--- src/sv/dcce_pkg.sv ---
// Shared types and constants of the difference chain code encoder.
// Used by every module of the block; depends on nothing.
`default_nettype none

package dcce_pkg;

  // Coordinate width
  localparam int unsigned COORD_BITS = 16;
  localparam int unsigned CODE_BITS  = 3;

  // Input item: one contour point
  typedef struct packed {
    logic [COORD_BITS-1:0] point_x;
    logic [COORD_BITS-1:0] point_y;
    logic                  contour_start;
  } in_item_t;

  // Result item: one chain code
  typedef struct packed {
    logic [CODE_BITS-1:0] code;
    logic                 is_first_code;
    logic                 step_error;
    logic                 last_of_run;
  } out_item_t;

  // Encoder state carried from point to point
  typedef struct packed {
    logic [COORD_BITS-1:0] prev_x;
    logic [COORD_BITS-1:0] prev_y;
    logic [CODE_BITS-1:0]  prev_code;
    logic                  have_code;
    logic                  have_point;
  } dcce_state_t;

  // Results of one point: count (0..2) and up to two items
  typedef struct packed {
    logic [1:0] num;
    out_item_t  res0;
    out_item_t  res1;
  } step_res_t;

endpackage

`default_nettype wire

--- src/sv/dcce_step.sv ---
// Per-point logic: step classification, direction lookup, diagonal split
// and code differencing. Pure combinational; depends on dcce_pkg.
`default_nettype none

module dcce_step (
  input  dcce_pkg::in_item_t    item_i,
  input  dcce_pkg::dcce_state_t state_i,
  input  logic                  four_conn_i,
  output dcce_pkg::step_res_t   res_o,
  output dcce_pkg::dcce_state_t state_o
);
  import dcce_pkg::*;

  // Step index along one axis
  localparam logic [1:0] IDX_NEG  = 2'd0;
  localparam logic [1:0] IDX_ZERO = 2'd1;
  localparam logic [1:0] IDX_POS  = 2'd2;
  localparam logic [1:0] IDX_FAR  = 2'd3;

  // Classify cur - prev as -1, 0, +1 or anything else
  function automatic logic [1:0] delta_idx(logic [COORD_BITS-1:0] cur,
                                           logic [COORD_BITS-1:0] prv);
    logic [COORD_BITS:0] cur_e;
    logic [COORD_BITS:0] prv_e;
    logic [1:0]          idx;
    cur_e = {1'b0, cur};
    prv_e = {1'b0, prv};
    if (cur_e == prv_e) begin
      idx = IDX_ZERO;
    end else if (cur_e == prv_e + (COORD_BITS+1)'(1)) begin
      idx = IDX_POS;
    end else if (prv_e == cur_e + (COORD_BITS+1)'(1)) begin
      idx = IDX_NEG;
    end else begin
      idx = IDX_FAR;
    end
    return idx;
  endfunction

  // Freeman direction of a valid neighbour step
  function automatic logic [CODE_BITS-1:0] dir_code(logic [1:0] ix, logic [1:0] iy);
    logic [CODE_BITS-1:0] c;
    case ({ix, iy})
      {IDX_NEG,  IDX_NEG }: c = 3'd7;
      {IDX_NEG,  IDX_ZERO}: c = 3'd0;
      {IDX_NEG,  IDX_POS }: c = 3'd1;
      {IDX_ZERO, IDX_NEG }: c = 3'd6;
      {IDX_ZERO, IDX_POS }: c = 3'd2;
      {IDX_POS,  IDX_NEG }: c = 3'd5;
      {IDX_POS,  IDX_ZERO}: c = 3'd4;
      {IDX_POS,  IDX_POS }: c = 3'd3;
      default:              c = 3'd0;
    endcase
    return c;
  endfunction

  logic [1:0]           ix;
  logic [1:0]           iy;
  logic                 bad_step;
  logic [CODE_BITS-1:0] c;
  logic [CODE_BITS-1:0] code_a;
  logic [CODE_BITS-1:0] code_b;
  logic                 split;

  // Classify the step
  assign ix       = delta_idx(item_i.point_x, state_i.prev_x);
  assign iy       = delta_idx(item_i.point_y, state_i.prev_y);
  assign bad_step = (ix == IDX_FAR) || (iy == IDX_FAR) ||
                    ((ix == IDX_ZERO) && (iy == IDX_ZERO));
  assign c        = dir_code(ix, iy);
  assign split    = four_conn_i && c[0];
  assign code_a   = c + 3'd1;
  assign code_b   = c - 3'd1;

  // Build results and next state
  always_comb begin
    state_o = state_i;
    res_o   = '0;
    if (item_i.contour_start || !state_i.have_point) begin
      // New origin, no result
      state_o.prev_x     = item_i.point_x;
      state_o.prev_y     = item_i.point_y;
      state_o.have_point = 1'b1;
      state_o.have_code  = 1'b0;
    end else if (bad_step) begin
      // Error result, state held
      res_o.num              = 2'd1;
      res_o.res0.step_error  = 1'b1;
      res_o.res0.last_of_run = 1'b1;
    end else begin
      state_o.prev_x    = item_i.point_x;
      state_o.prev_y    = item_i.point_y;
      state_o.have_code = 1'b1;
      if (split) begin
        // Diagonal as two axis codes; the second follows the first
        res_o.num                = 2'd2;
        res_o.res0.code          = state_i.have_code ? code_a - state_i.prev_code : code_a;
        res_o.res0.is_first_code = !state_i.have_code;
        res_o.res1.code          = code_b - code_a;
        res_o.res1.last_of_run   = 1'b1;
        state_o.prev_code        = code_b;
      end else begin
        res_o.num                = 2'd1;
        res_o.res0.code          = state_i.have_code ? c - state_i.prev_code : c;
        res_o.res0.is_first_code = !state_i.have_code;
        res_o.res0.last_of_run   = 1'b1;
        state_o.prev_code        = c;
      end
    end
  end

endmodule

`default_nettype wire

--- src/sv/dcce_out_buf.sv ---
// Two-entry result register: loads one or two items at once and sends one a
// cycle while out_stall_i is low. Depends on dcce_pkg.
`default_nettype none

module dcce_out_buf (
  input  logic                  clk_i,
  input  logic                  rst_ni,
  input  logic                  load_i,
  input  dcce_pkg::step_res_t   res_i,
  output logic                  ready_o,
  output logic                  out_valid_o,
  input  logic                  out_stall_i,
  output dcce_pkg::out_item_t   out_item_o
);
  import dcce_pkg::*;

  logic [1:0] cnt_q, cnt_d;
  out_item_t  slot0_q, slot0_d;
  out_item_t  slot1_q, slot1_d;
  logic       pop;

  assign out_valid_o = (cnt_q != 2'd0);
  assign out_item_o  = slot0_q;
  assign pop         = out_valid_o && !out_stall_i;
  // Take new results when empty or when the last held item leaves now
  assign ready_o     = (cnt_q == 2'd0) || ((cnt_q == 2'd1) && pop);

  // Load, or advance the second slot on a pop
  always_comb begin
    cnt_d   = cnt_q;
    slot0_d = slot0_q;
    slot1_d = slot1_q;
    if (load_i) begin
      cnt_d   = res_i.num;
      slot0_d = res_i.res0;
      slot1_d = res_i.res1;
    end else if (pop) begin
      cnt_d   = cnt_q - 2'd1;
      slot0_d = slot1_q;
    end
  end

  // Hold the fill count
  always_ff @(posedge clk_i or negedge rst_ni) begin
    if (!rst_ni) begin
      cnt_q <= 2'd0;
    end else begin
      cnt_q <= cnt_d;
    end
  end

  // Hold the items
  always_ff @(posedge clk_i) begin
    slot0_q <= slot0_d;
    slot1_q <= slot1_d;
  end

endmodule

`default_nettype wire

--- src/sv/difference_chain_code_encoder_top.sv ---
// Difference chain code encoder: contour points in, difference chain codes out.
// Channels: point items on in_valid_i / in_stall_o, code items on
// out_valid_o / out_stall_i, an item moving at an edge with valid high and
// stall low. The four_connected mode bit is written through cfg_valid_i /
// cfg_ready_o / cfg_data_i and must only change while the block is idle.
// Path: an accepted point is decoded in the input register; its first code
// is loaded into the result register and from there shows on out_item_o.
// Throughput: one point per cycle when out_stall_i is low; a diagonal step
// in four-connected mode gives two codes, and the next point that leaves a
// code waits in the input register until the second one leaves. A contour
// start or a point that leaves no code skips the result register.
// Stall: while out_stall_i holds an item in the result register, a held
// point that leaves a code stays and in_stall_o rises in the same cycle.
// Reset: rst_ni clears the mode bit, the previous point and code, and both
// registers' valid flags; the first point after reset becomes an origin.
// Depends on dcce_pkg, dcce_step and dcce_out_buf.
`default_nettype none

module difference_chain_code_encoder_top (
  input  logic                clk_i,
  input  logic                rst_ni,
  input  logic                in_valid_i,
  output logic                in_stall_o,
  input  dcce_pkg::in_item_t  in_item_i,
  output logic                out_valid_o,
  input  logic                out_stall_i,
  output dcce_pkg::out_item_t out_item_o,
  input  logic                cfg_valid_i,
  output logic                cfg_ready_o,
  input  logic                cfg_data_i
);
  import dcce_pkg::*;

  logic        in_vld_q, in_vld_d;
  in_item_t    in_q;
  logic        four_conn_q;
  dcce_state_t state_q, state_d;
  step_res_t   step_res;
  logic        buf_ready;
  logic        consume;
  logic        in_accept;

  // Retire the held point when its results fit into the result register
  assign consume    = in_vld_q && ((step_res.num == 2'd0) || buf_ready);
  assign in_stall_o = in_vld_q && !consume;
  assign in_accept  = in_valid_i && !in_stall_o;
  assign in_vld_d   = in_accept || (in_vld_q && !consume);

  assign cfg_ready_o = 1'b1;

  // Input register valid and mode bit
  always_ff @(posedge clk_i or negedge rst_ni) begin
    if (!rst_ni) begin
      in_vld_q    <= 1'b0;
      four_conn_q <= 1'b0;
    end else begin
      in_vld_q <= in_vld_d;
      if (cfg_valid_i) begin
        four_conn_q <= cfg_data_i;
      end
    end
  end

  // Input payload
  always_ff @(posedge clk_i) begin
    if (in_accept) begin
      in_q <= in_item_i;
    end
  end

  // Encoder state advances with each retired point
  always_ff @(posedge clk_i or negedge rst_ni) begin
    if (!rst_ni) begin
      state_q <= '0;
    end else if (consume) begin
      state_q <= state_d;
    end
  end

  dcce_step u_step (
    .item_i      (in_q),
    .state_i     (state_q),
    .four_conn_i (four_conn_q),
    .res_o       (step_res),
    .state_o     (state_d)
  );

  dcce_out_buf u_out_buf (
    .clk_i       (clk_i),
    .rst_ni      (rst_ni),
    .load_i      (consume && (step_res.num != 2'd0)),
    .res_i       (step_res),
    .ready_o     (buf_ready),
    .out_valid_o (out_valid_o),
    .out_stall_i (out_stall_i),
    .out_item_o  (out_item_o)
  );

endmodule

`default_nettype wire

--- config.mk ---
export PLATFORM = sky130hd
export DESIGN_NAME = difference_chain_code_encoder_top
export DESIGN_NICKNAME = d
export VERILOG_FILES = /design/src/sv/dcce_pkg.sv /design/src/sv/dcce_step.sv /design/src/sv/dcce_out_buf.sv /design/src/sv/difference_chain_code_encoder_top.sv
export SDC_FILE = /design/constraint.sdc
export NUM_CORES = 1
export LEC_CHECK = 0
export ABC_CLOCK_PERIOD_IN_PS = 4100
export BUFFER_PORTS_ARGS = -buffer_cell sky130_fd_sc_hd__buf_2
export CORE_MARGIN = 4
export CORE_UTILIZATION = 50
export CTS_CLUSTER_DIAMETER = 120
export DETAILED_ROUTE_END_ITERATION = 8
export PLACE_DENSITY = 0.78
export SLEW_MARGIN = 20
export SYNTH_ARGS = -nofsm -noshare
export SYNTH_HDL_FRONTEND = slang
export SYNTH_SLANG_ARGS = --single-unit
--- constraint.sdc ---
create_clock -name clk_i -period 4.1 [get_ports clk_i]
set_input_delay 1.23 -clock clk_i [delete_from_list [all_inputs] [get_ports clk_i]]
set_output_delay 1.23 -clock clk_i [all_outputs]
set_load 0.03 [all_outputs]
==> impl_metrics.toml <==
[synthesis]
ys_types = 82
syn_nets = 675
synth-seq-area-share = 0.375
ys.warnings.count = 0
synthFlopType = "edfxtp_1"
synthArstFlopShare = 0.494
syn_avg_cell_area_um2 = 9.80
ys_seq_elements = 83
syn_area_um2 = 6110
syn_inst = 623
synth_edf_count = 42

[placement]
globalplace.congestion = 0.900
dp_hpwl_mm = 12.7
io_buffers = 46

[die]
die_w_um = 119
design.core.area_um2 = 12000
die_height_um = 119
die_area_um2 = 14000
initial_core_util = 0.510
num_rows = 40
pin_count = 48

[clock_tree]
clk_path_buf_depth = 2
clk_pin_slew_worst_paths_ps = 60
clock-sinks = 83
holdBufCountCts = 0
cts_buffers = 9
cts_max_level = 3
root_buffer = "clkbuf_16"
clk_latency_ps = 360
cts_tree = "yes"

[timing]
setup_viol_count_final = 1
finalHoldViolations = 0
layout_setup_ws_ps = -173
max_freq_mhz = 234
period_minus_slack_ps = 4270
finalClockSkew_ps = 10.6
setup_tns_ps = -173
worst_pin_slew_ps = 799
relSlewSlack = 0.462
drv_slew = 0
grt_setup_unrepaired = "true"
period_share = 1.04

[drt]
drt_first_pass_iters = 5
wl_per_cell_um = 18.0
totalWireLength_mm = 16.7
drc = 0
vias_per_cell = 5.93
ant_nets = 0
drt-initial-drc-count = 456
vias = 5525

[worst_setup_path]
required_ps = 4210
worstRegToRegCells = 21
arrival_ps = 4380
critPathLaunchType = "flop"
cp_max_fo = 4
worstSetupPathType = "flop to flop"
endpoint_kind = "flop"

[grt]
grt_max_degree = 42
antenna_found_initial = 0
grt.total_usage = 0.240
grt_overflow_total = 0
grt_pass1_vias = 5483
grt_pass1_wl_mm = 27.2

[cells_and_area]
fin_nets = 831
final_layout_size_suffix_gt1_frac = 0.369
insertedDiodeCount = 0
syn_to_final_growth_pct = 29.3
utilization = 0.660

[pwr]
report.power.total_mw = 4.31
ir_worst_vdd_mv = 0.368
p_leak_nw = 3.27
power_density_nw_per_um2 = 546

[worst_hold_path]
holdPathStages = 1
min_path_type = "flop to flop"

[status]
failed_checks = "setup timing"
status = "complete, but fails checks"

[job]
cap_viol_max_count = 0
[kinds of logic (layout without fill, tap and decap cells)]
kind of cell	after synthesis	after routing	synth area share
xor gates and xnor gates	63	63	0.0904
buffers and inverters	59	220	0.0500
AOI/OAI and AO/OA	94	94	0.113
adders and majority gates	13	13	0.0291
other	1	1	0.000614
and+or+nand+nor	264	264	0.254
muxes	46	46	0.0881
DFF	83	83	0.375
[layer usage]
layer	routed length [um]	track usage
met4	357	0.0869
met1	7360	0.307
met5	0	0
met2	8150	0.407
met3	846	0.0459
[where the power goes]
part           internal [mW]  total, mW  switching, mW
combinational           1.09       2.23           1.14
clock                  0.448      0.791          0.344
sequential              1.09       1.30          0.204
total                   2.63       4.31           1.68
[final timing paths]
| kind | start | end | slack (ps) |
|---|---|---|---|
| max | in_q[18] | u_out_buf.out_item_o[5] | -170 |
| min | state_q[0] | state_q[0] | 490 |
| max reg2reg | in_q[18] | u_out_buf.out_item_o[5] | -170 |
| min reg2reg | state_q[0] | state_q[0] | 490 |
| max in group asynchronous | rst_ni | state_q[9] | 2780 |
| min in group asynchronous | rst_ni | state_q[36] | 880 |
[final cells by class]
cell class / count / area, um^2
Fill cell: 954 / 4060
Multi-Input combinational cell: 481 / 3750
Sequential cell: 83 / 2290
Timing Repair Buffer: 186 / 1320
Clock buffer: 12 / 256
Tap cell: 147 / 184
Inverter: 18 / 67.6
Clock inverter: 4 / 32.5
[stage by stage]
step	hold WS, ps	setup slack [ps]	cells	instance area (um^2)
floorplan	456	0.666	623	6190
global placement	474	-119	903	7340
detailed placement	472	-354	903	7340
CTS	488	-165	927	7800
global route	504	-363	931	7900
finish	490	-173	931	7900
[synthesized netlist by cell type (all sizes together), types with 16 or more instances]
cell type / count / area share
xnor2: 30 / 0.043
buf: 23 / 0.027
xor2: 33 / 0.047
nand3: 49 / 0.042
a21oi: 16 / 0.013
nand2: 42 / 0.026
inv: 18 / 0.011
nor4: 18 / 0.019
edfxtp: 42 / 0.21
clkbuf: 18 / 0.012
o21ai: 16 / 0.014
mux2: 35 / 0.070
nor2: 25 / 0.016
dfrtp: 41 / 0.17
nand4: 20 / 0.022
[cell usage in the layout, fill, tap and decap left out, drive strengths merged, types with 4 or more instances in the layout]
cell type  instances
and4               7
o211ai             4
nor2              25
a221oi             4
or4               10
or2                8
nor4b              5
o21ai             16
and3              10
nand4             20
nor3b              6
nor2b             12
edfxtp            42
nand2             42
o31ai              4
o22ai              4
dfrtp             41
nor3              13
xor2              33
clkbuf            12
a21o               5
inv               20
mux2              35
and2              10
buf              186
ha                11
xnor2             30
a211oi             7
a21oi             16
nand3             49
a31oi              6
nand2b             8
mux2i             11
nand3b             7
nor4              18
[flip-flops by register name, summed over array words and instances, names as in the netlist]
signal                flops
four_conn_q               1
u_out_buf.out_item_o      6
u_out_buf.slot1_q         3
u_out_buf.cnt_q           2
in_q                     33
in_vld_q                  1
state_q                  37
[timing repair]
item                       4_1_cts  5_1_grt
buffers inserted                 8        4
pin swaps                       10        6
setup endpoints to repair        2        2
resized for setup               20       15
gates cloned                     0        0
[critical path, stage by stage, from the launching register on]
cell      delay [ps]
edfxtp_1         430
ha_2             220
buf_4            110
nand3_2          150
nor3_2           190
mux2i_1          290
nor2_1            80
or3_1            370
nor3_2           170
buf_4            140
nor3b_4          170
a21oi_2           50
and3_4           150
ha_4             260
inv_2             40
fa_2             350
xnor2_2          150
nor2_2           130
xnor2_1          150
mux2i_1          110
mux2i_1          140
a21o_1           160
Power figures use the tool's default switching activity.
